**src/cgc_pkg.sv**
```systemverilog
package cgc_pkg;

   localparam int MASK_BITS = 256;
   localparam int DEFAULT_MAX_GROUPS = 16;
   localparam int QUEUE_DEPTH = 2;

   typedef logic [MASK_BITS-1:0] mask_type;

   typedef struct packed {
      logic [7:0] char_code;
      logic       char_valid;
      logic       end_of_string;
   } req_word_type;

   typedef struct packed {
      logic [3:0] group_index;
      logic       new_group;
      logic       table_overflow;
   } rsp_word_type;

   typedef struct packed {
      logic full;
      logic empty;
   } queue_status_type;

endpackage

```
**src/cgc_front.sv**
```systemverilog
module cgc_front (
   input  logic                      clock,
   input  logic                      reset,
   input  logic                      req_valid,
   output logic                      req_stall,
   input  cgc_pkg::req_word_type     req_word,
   input  cgc_pkg::queue_status_type q_status,
   output logic                      push,
   output cgc_pkg::mask_type         push_mask
);
   import cgc_pkg::*;

   mask_type mask_ff;
   mask_type mask_in;
   mask_type merged;
   logic     accept;

   assign req_stall = q_status.full;
   assign accept    = req_valid && !req_stall;

   always_comb begin
      merged = mask_ff;
      if (req_word.char_valid) begin
         merged[req_word.char_code] = 1'b1;
      end
   end

   always_comb begin
      mask_in = mask_ff;
      if (accept) begin
         mask_in = req_word.end_of_string ? '0 : merged;
      end
   end

   assign push      = accept && req_word.end_of_string;
   assign push_mask = merged;

   always_ff @(posedge clock) begin
      if (reset) begin
         mask_ff <= '0;
      end else begin
         mask_ff <= mask_in;
      end
   end

endmodule

```
**config.mk**
```make
export PLATFORM = sky130hd
export DESIGN_NAME = cgc_front
export DESIGN_NICKNAME = d
export VERILOG_FILES = /design/src/cgc_pkg.sv /design/src/cgc_front.sv
export SDC_FILE = /design/constraint.sdc
export NUM_CORES = 1
export LEC_CHECK = 0
export ABC_AREA = 1
export BUFFER_PORTS_ARGS = -buffer_cell sky130_fd_sc_hd__buf_2
export CORE_AREA = 4 4 155 157
export DETAILED_ROUTE_END_ITERATION = 6
export DIE_AREA = 0 0 159 161
export GPL_TIMING_DRIVEN = 0
export HOLD_SLACK_MARGIN = 0.06
export PLACE_DENSITY = 0.82
export SLEW_MARGIN = 10
export SYNTH_ARGS = -nofsm -noshare
export SYNTH_HDL_FRONTEND = slang
export SYNTH_SLANG_ARGS = --single-unit
export TNS_END_PERCENT = 20
```
**constraint.sdc**
```tcl
create_clock -name clock -period 1.4 [get_ports clock]
set_input_delay 0.07 -clock clock [delete_from_list [all_inputs] [get_ports clock]]
set_output_delay 0.07 -clock clock [all_outputs]
set_load 0.05 [all_outputs]
```
==> flow_summary.yaml <==
floorplan:
  num_io_pins: 273
  initial_core_util_pct: 54.97
  die_x_um: 159
  core_area_um2: 22500
  die_y_um: 161
  dieArea_um2: 25600
  rows: 55
sta:
  slew_viol_final: 0
  finalWorstSetupSlack_ns: -0.1296
  whs_ns: 0.08006
  fin_crit_ns: 1.530
  timing.final.crit_share_pct: 109.3
  tns_ns: -4.093
  relSlewSlack_pct: 50.63
  max_freq_mhz: 653.8
  finClkSkew_ns: 0
  rsz0062_at_grt: "true"
  tightest_slew_ns: 0.7406
  setup_violations: 112
  hold_viol_final: 0
placement:
  port_buffers: 270
  dp_hpwl_um: 31520
  place_congestion: 0.9101
finish:
  largest-register: "mask_ff"
  drive_gt1_share_pct: 20.02
  largest_register_ffs: 256
  reg.largest.list: "mask_ff x256"
  nets: 2346
  fillCellCount: 1819
  syn_to_final_growth_pct: 31.59
  mostFrequentLayoutCells: "nand2_1 (820), inv_1 (283), dfxtp_1 (256), a21oi_1 (247), buf_4 (209)"
  final_util_pct: 72.34
  final_common_cell: "nand2_1"
power_and_ir_drop:
  ir_worst_vdd_mv: 0.8474
  power.density_nw_per_um2: 947.0
  p_int_w: 0.01136
  combPwrFrac_pct: 9.4
  p_total_w: 0.01542
  p_clk_share_pct: 43.4
  p_leak_nw: 8.825
  p_sw_share_pct: 26.28
  switchingPower_w: 0.004051
  seqPwrFrac_pct: 47.3
run_status:
  outcome: "finished, violations left"
  violations: "negative setup slack"
clock_tree:
  worstSkewPairLatency_ns: 0.53
  numCtsBuffers: 27
  path_clk_slew_ns: 0.06
  cts_buffer_depth: 3
  cts_tree: "yes"
  cts_sinks: 256
  clockRootBuffer: "clkbuf_16"
  htree_num_levels: 1
yosys:
  syn-instance-count: 2002
  synth_seq_cells: 256
  ys_seq_area_share_pct: 41.43
  synthesis.area_um2: 12370
  synth_fp_nets: 2017
  synth_cell_type_count: 11
  ys_warn_count: 0
  avgSynthCellArea_um2: 6.179
grt:
  antenna_found_initial: 2
  grt_pass1_vias: 13110
  grt_use_met1_pct: 44.70
  grt_pass1_wl_um: 70580
  grt_use_met2_pct: 54.47
  grt.busiest_layer: "met2"
  grt_usage_pct: 34.55
  overflow: 0
  grt_max_degree: 14
  met3_usage_pct: 6.252
setup_path:
  critPathRequiredTime_ns: 1.33
  cp-start-kind: "input pin"
  crit_fanout: 6
  crit_type: "in -> out"
  endpoint_kind: "output pin"
  cp.arrival_ns: 1.46
routing:
  finalWirelength_um: 48310
  vias: 14640
  drc: 0
  viasPerCell: 5.554
  post_drt_wl_per_cell_um: 18.33
  ant_nets: 0
  dr.pass1.iters: 6
  first_iter_violations: 1722
flow_run:
  max_cap_violations: 0
hold_path:
  hold_class: "in -> reg"
## final cells by class
| cell class | count | area (um^2) | share of cell area, % |
|---|---|---|---|
| clock inverters | 4 | 27.53 | 0.1691 |
| plain buffers | 109 | 743.2 | 4.566 |
| flip-flops and latches | 256 | 5125 | 31.48 |
| multi-input cells | 1351 | 5972 | 36.69 |
| diodes | 2 | 5.005 | 0.03075 |
| inverters | 287 | 1077 | 6.618 |
| clock buffers | 42 | 762.0 | 4.681 |
| well taps | 285 | 356.6 | 2.191 |
| repair buffers | 299 | 2210 | 13.57 |
## cell usage after synthesis, drive strengths merged
| cell | instances | share of area, % |
|---|---|---|
| dfxtp | 256 | 41 |
| a21oi | 247 | 10 |
| buf | 80 | 3.5 |
| nand2 | 841 | 26 |
| nor2 | 65 | 2.0 |
| inv | 287 | 8.7 |
| clkbuf | 29 | 0.88 |
| nand3 | 197 | 8.0 |
## cells by family (layout without fill, tap and decap cells)
| group | count (synthesis) | count (layout) | synth area share (%) |
|---|---|---|---|
| and+or+nand+nor | 1103 | 1104 | 35.48 |
| DFF | 256 | 256 | 41.43 |
| AOI/OAI and AO/OA | 247 | 247 | 9.993 |
| buffers and inverters | 396 | 741 | 13.10 |
| other | 0 | 2 | 0 |
## critical path: stages
cell and delay [ns]:
buf_2 0.14, inv_1 0.16, nand2_2 0.18, nor2_4 0.21, buf_4 0.22, nand3_1 0.14
nand2_1 0.10, clkbuf_4 0.23
## per-stage QoR
| stage | cell area (um^2) | instances | setup WS (ns) |
|---|---|---|---|
| floorplan | 12370 | 2002 | 0.1643 |
| global placement | 14080 | 2557 | -0.6625 |
| detailed placement | 14080 | 2557 | -0.7393 |
| CTS | 15820 | 2628 | -0.07144 |
| global route | 16280 | 2634 | -0.1251 |
| finish | 16280 | 2635 | -0.1296 |
## power by group through the flow
stage | Combinational, W | Clock [W] | Sequential, W
after floorplan | 0.000786 | 0 | 0.00745
after global routing | 0.00153 | 0.00694 | 0.00728
final | 0.00144 | 0.00669 | 0.00729
after detailed placement | 0.00118 | 0 | 0.00745
after global placement | 0.00116 | 0 | 0.00745
after CTS | 0.00132 | 0.00666 | 0.00729
## what timing repair did
| item | CTS | global route |
|---|---|---|
| pin swaps | 21 | 6 |
| buffers inserted | 24 | 4 |
| hold endpoints to repair | 1 | 0 |
| gates resized for setup | 276 | 172 |
| hold buffers | 1 | 0 |
| gates cloned | 0 | 1 |
| setup endpoints to repair | 246 | 250 |
## path summary, 6_finish.rpt
kind                                   from       endpoint  slack, ns  cells past startpoint
worst max-delay path            req_word[4]  push_mask[98]      -0.13                      8
worst min-delay path            req_word[6]    mask_ff[76]       0.08                      6
worst max register to register  mask_ff[28]    mask_ff[28]       0.24                      3
worst min register to register  mask_ff[60]    mask_ff[60]       0.47                      2
## routing by layer
metal,up-vias,wire length (um)
met4,2,3432
met2,976,21260
met1,6590,17450
li1,6799,-
met5,-,13
met3,268,6149
No activity file was read; power rests on OpenSTA's default activity.
