$ cat src/cgc_pkg.sv
package cgc_pkg;

   localparam int MASK_BITS = 256;
   localparam int DEFAULT_MAX_GROUPS = 16;
   localparam int QUEUE_DEPTH = 2;

   typedef logic [MASK_BITS-1:0] mask_type;

   typedef struct packed {
      logic [7:0] char_code;
      logic       char_valid;
      logic       end_of_string;
   } req_word_type;

   typedef struct packed {
      logic [3:0] group_index;
      logic       new_group;
      logic       table_overflow;
   } rsp_word_type;

   typedef struct packed {
      logic full;
      logic empty;
   } queue_status_type;

endpackage

$ cat src/cgc_queue.sv
module cgc_queue (
   input  logic                      clock,
   input  logic                      reset,
   input  logic                      push,
   input  cgc_pkg::mask_type         push_mask,
   input  logic                      pop,
   output cgc_pkg::mask_type         head_mask,
   output cgc_pkg::queue_status_type q_status
);
   import cgc_pkg::*;

   localparam int PtrW = (QUEUE_DEPTH > 1) ? $clog2(QUEUE_DEPTH) : 1;
   localparam int CntW = $clog2(QUEUE_DEPTH + 1);
   localparam logic [CntW-1:0] FullCount = CntW'(QUEUE_DEPTH);
   localparam logic [PtrW-1:0] LastPtr = PtrW'(QUEUE_DEPTH - 1);

   mask_type        slot_ff [QUEUE_DEPTH];
   logic [PtrW-1:0] wr_ptr_ff, wr_ptr_in;
   logic [PtrW-1:0] rd_ptr_ff, rd_ptr_in;
   logic [CntW-1:0] count_ff, count_in;

   assign q_status.full  = (count_ff == FullCount);
   assign q_status.empty = (count_ff == '0);
   assign head_mask      = slot_ff[rd_ptr_ff];

   always_comb begin
      wr_ptr_in = wr_ptr_ff;
      rd_ptr_in = rd_ptr_ff;
      count_in  = count_ff;
      if (push) begin
         wr_ptr_in = (wr_ptr_ff == LastPtr) ? '0 : wr_ptr_ff + 1'b1;
      end
      if (pop) begin
         rd_ptr_in = (rd_ptr_ff == LastPtr) ? '0 : rd_ptr_ff + 1'b1;
      end
      if (push && !pop) begin
         count_in = count_ff + 1'b1;
      end else if (pop && !push) begin
         count_in = count_ff - 1'b1;
      end
   end

   always_ff @(posedge clock) begin
      if (push) begin
         slot_ff[wr_ptr_ff] <= push_mask;
      end
   end

   always_ff @(posedge clock) begin
      if (reset) begin
         wr_ptr_ff <= '0;
         rd_ptr_ff <= '0;
         count_ff  <= '0;
      end else begin
         wr_ptr_ff <= wr_ptr_in;
         rd_ptr_ff <= rd_ptr_in;
         count_ff  <= count_in;
      end
   end

endmodule

$ cat config.mk
export PLATFORM = sky130hd
export DESIGN_NAME = cgc_queue
export DESIGN_NICKNAME = d
export VERILOG_FILES = /design/src/cgc_pkg.sv /design/src/cgc_queue.sv
export SDC_FILE = /design/constraint.sdc
export NUM_CORES = 1
export LEC_CHECK = 0
export ABC_AREA = 1
export BUFFER_PORTS_ARGS = -buffer_cell sky130_fd_sc_hd__buf_2
export CAP_MARGIN = 20
export CORE_MARGIN = 5
export CORE_UTILIZATION = 52
export DETAILED_ROUTE_END_ITERATION = 7
export PLACE_DENSITY = 0.79
export SLEW_MARGIN = 20
export SYNTH_ARGS = -nofsm -noshare
export SYNTH_HDL_FRONTEND = slang
export SYNTH_SLANG_ARGS = --single-unit
$ cat constraint.sdc
create_clock -name clock -period 15.3 [get_ports clock]
set_input_delay 0.765 -clock clock [delete_from_list [all_inputs] [get_ports clock]]
set_output_delay 0.765 -clock clock [all_outputs]
set_load 0.01 [all_outputs]
==> results.cfg <==
[timing]
relSlewSlack_pct = 28.8
finClkSkew_ns = 0.0108
rsz0062_at_grt = no
finalCriticalPeriod_ns = 4.31
final-setup-viol-count = 0
fmax_mhz = 232
hold_viol_final = 0
fin_tns_setup_ns = 0
slew_viol_final = 0
setup_ws_ns = 10.99
holdWs_ns = 0.384
worst_pin_slew_ns = 1.07
min_period_over_period_pct = 28.2

[placement]
dpl_worst_slack_ns = 11.55
dp_cells = 1788
gp_congestion = 0.894
hpwl_mm = 30.9
io_buffers = 517

[detailed_routing]
drt_first_pass_iters = 5
routed_via_density = 5.25
num_vias = 9914
wl_mm = 43.6
post_drt_wl_per_cell_um = 23.1
initialDrtViolationCount = 505
antenna_left = 0
drc = 0

[clocking]
htree_levels = 2
cts.sinks = 517
clk_pin_slew_ns = 0.06
cts_buffers = 50
clockBufferDepth = 3
cts-root-buf = clkbuf_16
postCtsSetupBuffers = 0
clk_latency_ns = 0.57
post_cts_resized = 0
cts_hold_buf = 0
cts_tree = yes

[critical_path]
worstPathCellList = buf_4, buf_4, mux2_2, buf_2
cpPeakStageDelay_ns = 0.85
start_kind = flip-flop
worstSetupPathType = flip-flop to primary output
endpoint_kind = primary output
worstPathArrival_ns = 3.54
worstPathMaxFanout = 77
crit_buf_inv = 3
path_delay_family = buffers and inverters
crit_top_cell = buf_4
cp.required_ns = 14.53
slowest_stage = buf_4

[finish]
finalNetCount = 1640
seq_area_mm2 = 0.0155
syn2layout_area_growth_pct = 24.3
drive_gt1_share_pct = 60.0
fin_cells = 1890
multi_input_area_mm2 = 0.00298
fillers = 2412

[floorplan]
rows = 69
ios = 518
die_w_um = 200
design.core.area_mm2 = 0.0357
fp.dieH_um = 200
start_util_pct = 52.7
die_area_mm2 = 0.0400

[synthesis]
ys_seq_area_share_pct = 82.4
ys_warn_count = 0
syn_area_per_cell_um2 = 22.7
syn_inst = 829
synth_nets = 1090
yosysUniqueCellTypes = 16
synth_seq_cells = 517
syn-cell-area_mm2 = 0.0188

[pwr]
peakVddDrop_uv = 122
power.density_mw_per_mm2 = 135
p_leak_nw = 8.74

[global_routing]
overflow = 0
grt_max_degree = 126
antenna_found_initial = 21
grt_pass1_vias = 10792
grt_pass1_wl_mm = 61.4
grt_usage_pct = 20.7

[job]
cap_viol_max_count = 0

[outcome]
status = completed

[hold_path]
min_path_type = primary input to flip-flop
report_power, final:
group	switching [mW]	total (mW)	internal, mW
combinational	0.171	0.314	0.143
sequential	0.0254	1.67	1.64
clock	0.486	1.18	0.694
total	0.683	3.16	2.48
cells in the mapped netlist, drive strengths merged:
library cell | number | area (um^2)
nand3 | 1 | 5.00
a21oi | 1 | 5.00
nand4 | 1 | 6.26
buf | 28 | 305
inv | 9 | 33.8
dfxtp | 5 | 100
nand2 | 5 | 18.8
nor2 | 7 | 26.3
mux2 | 256 | 2880
ha | 1 | 12.5
nor3 | 1 | 5.00
o21ai | 1 | 5.00
xnor2 | 1 | 8.76
edfxtp | 512 | 15400
placed cells by master (no fill, tap or decap), types with 2 or more instances in the layout:
cell and instances:
clkbuf_1 10, nand2_1 5, mux2_2 256, bufinv_16 4, inv_1 8, edfxtp_1 512
clkinv_2 5, buf_2 517, clkinv_4 2, clkbuf_16 53, diode_2 15, nor2_1 6
clkinv_1 13, buf_4 9, dfxtp_1 4
area by class of cell:
class                   instances  area share, %
repair buffers                526           11.4
inverters                       9          0.177
diodes                         15          0.161
flip-flops and latches        517           66.3
well taps                     461           2.47
clock inverters                24          0.906
multi-input cells             275           12.8
clock buffers                  63           5.84
worst register-to-register path: stages (launching register included):
cell	delay (ns)
dfxtp_1	0.40
nand2_1	0.16
inv_8	0.65
buf_4	0.99
sequential cells by signal, indices dropped and copies added, names as in the netlist, named ones only:
signal and cells:
wr_ptr_ff 1, slot_ff 512, rd_ptr_ff 1, count_ff 2
metrics by stage:
step | total power, mW | cell area [um^2] | util [%]
2_1_floorplan | 1.89 | 18800 | -
3_5_place_dp | 2.01 | 21700 | 61.0
3_3_place_gp | 2.00 | 21700 | 61.0
5_1_grt | 3.28 | 23300 | 65.5
4_1_cts | 3.20 | 23300 | 65.4
6_report | 3.16 | 23300 | 65.5
layer usage:
layer	GRT usage (%)	share of wire (%)
met3	7.87	10
met4	10.7	4.4
met1	21.7	32
met5	0	0.24
met2	36.2	53
final timing paths:
check                                  endpoint  cells past startpoint           from  slack [ns]
worst max-delay path             head_mask[184]                      4      flip-flop       10.99
worst min-delay path             slot_ff[1][27]                      1  push_mask[27]        0.38
worst min register to register        rd_ptr_ff                      2      rd_ptr_ff        0.53
worst max register to register  slot_ff[1][141]                      3      wr_ptr_ff       12.66
cells by family (layout without fill, tap and decap cells):
logic type | Yosys count | count (layout) | share of synthesized area [%]
other cells | 0 | 15 | 0
fa+ha+maj | 1 | 1 | 0.0666
flops | 517 | 517 | 82.4
buf+inv | 37 | 622 | 1.80
xor+xnor | 1 | 1 | 0.0466
compound gates | 2 | 2 | 0.0532
mux | 256 | 256 | 15.3
simple gates | 15 | 15 | 0.326
(Power assumes the default switching activity.)
