==> src/cgc_pkg.sv <==
package cgc_pkg;

   localparam int MASK_BITS = 256;
   localparam int DEFAULT_MAX_GROUPS = 16;
   localparam int QUEUE_DEPTH = 2;

   typedef logic [MASK_BITS-1:0] mask_type;

   typedef struct packed {
      logic [7:0] char_code;
      logic       char_valid;
      logic       end_of_string;
   } req_word_type;

   typedef struct packed {
      logic [3:0] group_index;
      logic       new_group;
      logic       table_overflow;
   } rsp_word_type;

   typedef struct packed {
      logic full;
      logic empty;
   } queue_status_type;

endpackage

==> src/cgc_ram.sv <==
module cgc_ram #(
   parameter int WIDTH = 8,
   parameter int DEPTH = 16
) (
   input  logic                                      clock,
   input  logic                                      wr_en,
   input  logic [(DEPTH > 1 ? $clog2(DEPTH) : 1)-1:0] wr_addr,
   input  logic [WIDTH-1:0]                          wr_data,
   input  logic                                      rd_en,
   input  logic [(DEPTH > 1 ? $clog2(DEPTH) : 1)-1:0] rd_addr,
   output logic [WIDTH-1:0]                          rd_data_ff
);

   logic [WIDTH-1:0] mem_ff [DEPTH];

   always_ff @(posedge clock) begin
      if (wr_en) begin
         mem_ff[wr_addr] <= wr_data;
      end
      if (rd_en) begin
         rd_data_ff <= mem_ff[rd_addr];
      end
   end

endmodule

==> src/cgc_back.sv <==
module cgc_back #(
   parameter int MAX_GROUPS = cgc_pkg::DEFAULT_MAX_GROUPS
) (
   input  logic                      clock,
   input  logic                      reset,
   input  cgc_pkg::queue_status_type q_status,
   input  cgc_pkg::mask_type         head_mask,
   output logic                      pop,
   output logic                      rsp_valid,
   input  logic                      rsp_stall,
   output cgc_pkg::rsp_word_type     rsp_word
);
   import cgc_pkg::*;

   localparam int CntW = $clog2(MAX_GROUPS + 1);
   localparam int AddrW = (MAX_GROUPS > 1) ? $clog2(MAX_GROUPS) : 1;
   localparam logic [CntW-1:0] MaxCount = CntW'(MAX_GROUPS);

   typedef enum logic [3:0] {
      S_IDLE  = 4'b0001,
      S_READ  = 4'b0010,
      S_CHECK = 4'b0100,
      S_RESP  = 4'b1000
   } state_type;

   state_type       state_ff, state_in;
   logic [CntW-1:0] idx_ff, idx_in;
   logic [CntW-1:0] count_ff, count_in;
   rsp_word_type    result_ff, result_in;
   logic            rd_en;
   logic            wr_en;
   mask_type        rd_data;

   cgc_ram #(
      .WIDTH (MASK_BITS),
      .DEPTH (MAX_GROUPS)
   ) u_table (
      .clock      (clock),
      .wr_en      (wr_en),
      .wr_addr    (count_ff[AddrW-1:0]),
      .wr_data    (head_mask),
      .rd_en      (rd_en),
      .rd_addr    (idx_ff[AddrW-1:0]),
      .rd_data_ff (rd_data)
   );

   always_comb begin
      state_in  = state_ff;
      idx_in    = idx_ff;
      count_in  = count_ff;
      result_in = result_ff;
      rd_en     = 1'b0;
      wr_en     = 1'b0;
      pop       = 1'b0;
      unique case (state_ff)
         S_IDLE: begin
            if (!q_status.empty) begin
               idx_in   = '0;
               state_in = S_READ;
            end
         end
         S_READ: begin
            if (idx_ff < count_ff) begin
               rd_en    = 1'b1;
               state_in = S_CHECK;
            end else if (count_ff != MaxCount) begin
               // unseen set, store it under the next index
               wr_en     = 1'b1;
               count_in  = count_ff + 1'b1;
               result_in = '{group_index: 4'(count_ff), new_group: 1'b1,
                             table_overflow: 1'b0};
               state_in  = S_RESP;
            end else begin
               result_in = '{group_index: 4'd0, new_group: 1'b0,
                             table_overflow: 1'b1};
               state_in  = S_RESP;
            end
         end
         S_CHECK: begin
            if (rd_data == head_mask) begin
               result_in = '{group_index: 4'(idx_ff), new_group: 1'b0,
                             table_overflow: 1'b0};
               state_in  = S_RESP;
            end else begin
               idx_in   = idx_ff + 1'b1;
               state_in = S_READ;
            end
         end
         S_RESP: begin
            if (!rsp_stall) begin
               pop      = 1'b1;
               state_in = S_IDLE;
            end
         end
         default: begin
            state_in = S_IDLE;
         end
      endcase
   end

   assign rsp_valid = (state_ff == S_RESP);
   assign rsp_word  = result_ff;

   always_ff @(posedge clock) begin
      idx_ff    <= idx_in;
      result_ff <= result_in;
   end

   always_ff @(posedge clock) begin
      if (reset) begin
         state_ff <= S_IDLE;
         count_ff <= '0;
      end else begin
         state_ff <= state_in;
         count_ff <= count_in;
      end
   end

endmodule

==> config.mk <==
export PLATFORM = sky130hd
export DESIGN_NAME = cgc_back
export DESIGN_NICKNAME = d
export VERILOG_FILES = /design/src/cgc_pkg.sv /design/src/cgc_ram.sv /design/src/cgc_back.sv
export SDC_FILE = /design/constraint.sdc
export NUM_CORES = 2
export LEC_CHECK = 0
export BUFFER_PORTS_ARGS = -buffer_cell sky130_fd_sc_hd__buf_2
export CORE_ASPECT_RATIO = 1.2
export CORE_MARGIN = 2
export CORE_UTILIZATION = 40
export CTS_BUF_LIST = sky130_fd_sc_hd__clkbuf_8
export DETAILED_ROUTE_END_ITERATION = 8
export HOLD_SLACK_MARGIN = 0.1
export PLACE_DENSITY_LB_ADDON = 0.25
export SYNTH_ARGS = -nofsm -noshare
export SYNTH_HDL_FRONTEND = slang
export SYNTH_HIERARCHICAL = 1
export SYNTH_SLANG_ARGS = --single-unit
==> constraint.sdc <==
create_clock -name clock -period 28.7 [get_ports clock]
set_input_delay 2.87 -clock clock [delete_from_list [all_inputs] [get_ports clock]]
set_output_delay 2.87 -clock clock [all_outputs]
set_load 0.01 [all_outputs]
==> impl_results.md <==
- Final Net Count: 8097
- Gp weighted congestion: 0.757
- Die area: 418000 um2
- Initial Util: 0.401
- Share of layout cells above drive strength 1: 0.280
- CP Cell Sequence: buf_2 > xor2_1 > nor4_1 > nand4_1 > nor4_1 > nand4_1 > nand2_1 > o21ai_0
- Ranking of synthesized cells by area: edfxtp_1, mux4_2, a22oi_1, xor2_1, mux2_2
- Clock transition at path regs: 70 ps
- Top cells by count, synth: edfxtp_1, mux4_2, a22oi_1
- Post-synth EDFFs: 4363
- Synth cell types: 45
- Leakage: 57.9 nW
- Yosys Warn Count: 6
- Min-Delay Path Class: reg2reg
- Core ar.: 411000 um2
- Crit path launch type: primary input
- Final setup viols: 0
- Slew @ Worst Pin: 1310 ps
- Clock power frac: 0.359
- Worst R2R Start: idx_ff[0]
- Critical path type: in2reg
- Hold Path End: count_ff[4]
- Slowest-stage cell, CP: nor4_1
- Register share of total power: 0.550
- Hold depth: 2
- Post-Syn Nets: 7360
- Initial DRC count: 7711
- Hold buffers post-CTS: 0
- Max Clk Rate: 158 MHz
- CTS H-tree lvls: 6
- Setup Skew: 46.8 ps
- Final Hold Vio Count: 0
- Clock sinks: 4372
- Net Sw Frac: 0.240
- Layout Cells excl Fill: 13800
- Syn Inst Count: 7092
- RSZ-0062 raised after global routing: no
- I/O Buffers: 267
- Reg-to-reg slack, setup: 22560 ps
- Synth Cell Area: 165000 um2
- Vias: 78800
- Combinational Power Share: 0.090
- Synth-to-Final Area Change: 12.1%
- # DRC: 0
- Sequential element share of the synthesized area: 0.795
- WL/cell: 32.1 um
- Final min period: 6340 ps
- Max_cap viols: 0
- Post-synth ARST share: 0
- # IOs: 269
- Vias in the first global route: 81300
- Total GRT Usage: 0.209
- Status: completed
- Die W: 590 um
- Hpwl dp: 231 mm
- CP max stage delay: 920 ps
- First-pass GRT wire length: 620 mm
- Worst vdd ir: 0.0527 mV
- TritonRoute pass-1 iters: 5
- Most used flip-flop cell after synthesis: edfxtp_1
- CP Capture Type: flip-flop
- Remaining antenna violation count: 0
- Capturing point of the worst reg2reg path: u_table/mem_ff[3][144]
- R2R depth: 13
- Routed WL: 443 mm
- Avg Synthesized Cell Area: 23.3 um2
- Site Rows: 258
- Largest net degree at the start of global routing: 127
- Initial antenna violation count: 169
- CTS tree: built
- Postcts setup bufs: 0
- Int Power: 0.00980 W
- Die H: 708 um
- Fin. max-slew vios: 0
- Hold Startpoint: count_ff[4]
- PwrDens: 69.7 nW/um2
- Setup TNS: 0 ps
- Placed insts: 12600
- CP Max Fanout: 17
- Clock buffer depth: 4
- Post-CTS sizing: 0
- WP data arrival: 7220 ps
- Relative slew slack: 0.119
- Most frequent cell after synthesis: edfxtp_1
- Drt via density: 5.71
- Crit share post-route: 0.221
- Top cell type's share of synthesized area: 0.794
- Largest area contributor in the netlist: edfxtp_1
- Grt ovf: 0
- #FFs+latches synth: 4372
- Worst-Skew Late Latency: 1250 ps
- NetSw: 0.00310 W
- Root Buffer: clkbuf_8
- Number of CTS-inserted buffers: 655
- WP data required: 29590 ps
==> placed cells by master (no fill, tap or decap), drive strengths merged, types with 2 or more instances in the layout <==
master,n
diode,26
a22oi,450
a22o,2
mux2i,36
ha,7
mux4,968
xor2,258
a21oi,5
nor2b,40
nor4,68
nand2b,30
nand3b,2
o221ai,33
edfxtp,4363
clkinvlp,15
o21ai,31
a221oi,23
mux2,108
a21o,3
buf,435
nand3,6
o22a,6
nand4,18
clkinv,219
or4b,2
clkbuf,660
dfxtp,9
bufinv,8
nor2,29
nor3,4
or4,2
nand2,211
and2,5
inv,251
nor4b,4
==> worst max path at each step <==
stage,start,to,slack (ps),depth (start not counted)
after floorplan,count_ff[1],u_table/mem_ff[0][0],8300,9
after global placement,head_mask[234],idx_ff[1],21210,8
after detailed placement,head_mask[146],idx_ff[1],21200,8
after CTS,idx_ff[0],u_table/mem_ff[3][188],22410,13
after global routing,idx_ff[0],u_table/mem_ff[3][144],22240,13
final,head_mask[146],idx_ff[2],22360,8
==> worst max-delay path: cells and delay by family <==
family,cells,cell delay (ps)
and+or+nand+nor,5,3520
AOI/OAI and AO/OA,1,330
buffers and inverters,1,270
xor gates and xnor gates,1,200
==> power by group through the flow <==
stage	Combinational (W)	Sequential [W]	Clock, W
global placement	0.00117	0.00723	0
CTS	0.00119	0.00710	0.00475
detailed placement	0.00118	0.00723	0
finish	0.00117	0.00710	0.00463
floorplan	0.000778	0.00725	0
global route	0.00125	0.00710	0.00501
==> cell type report <==
cell class                 instances  area [um2]
fill                           34700      226000
inverter                           7        33.8
antenna                           26        65.1
sequential                      4372      131000
multi-input combinational       2358       32300
tap                             5460        6830
clock buffer                     660        9080
timing repair buffer             435        2970
clock inverter                   486        2520
==> through the flow <==
stage               setup WS, ps  hold WS [ps]  utilization  total power (W)  cell area [um2]
floorplan                   8300           478            -          0.00803           165000
global placement           21210           514        0.421          0.00840           173000
detailed placement         21200           518        0.421          0.00841           173000
CTS                        22410           527        0.450           0.0130           185000
global route               22240           566        0.450           0.0133           185000
finish                     22360           531        0.450           0.0129           185000
==> sequential cells by signal, indices dropped and copies added (netlist names) <==
| name | count |
|---|---|
| count_ff | 5 |
| idx_ff | 5 |
| u_table/mem_ff | 4096 |
| state_ff | 4 |
| rsp_word | 6 |
| u_table/rd_data_ff | 256 |
==> cell families after synthesis <==
family / Yosys count / share of synthesized area
DFF: 4372 / 0.795
muxes: 1112 / 0.142
AOI/OAI and AO/OA: 556 / 0.0253
and+or+nand+nor: 424 / 0.0126
buffers and inverters: 362 / 0.0113
xor gates and xnor gates: 259 / 0.0137
adders and majority gates: 7 / 0.000531
==> per-layer routing <==
metal  vias to the layer above  global-route usage  wire length (um)
met5                         -                   0               550
met4                        88              0.0494             10100
met3                       773              0.0404             30400
met2                      3026               0.352            221000
met1                     43100               0.282            182000
li1                      31800                   -                 -
Note: power is estimated with default switching activity, not from simulation.
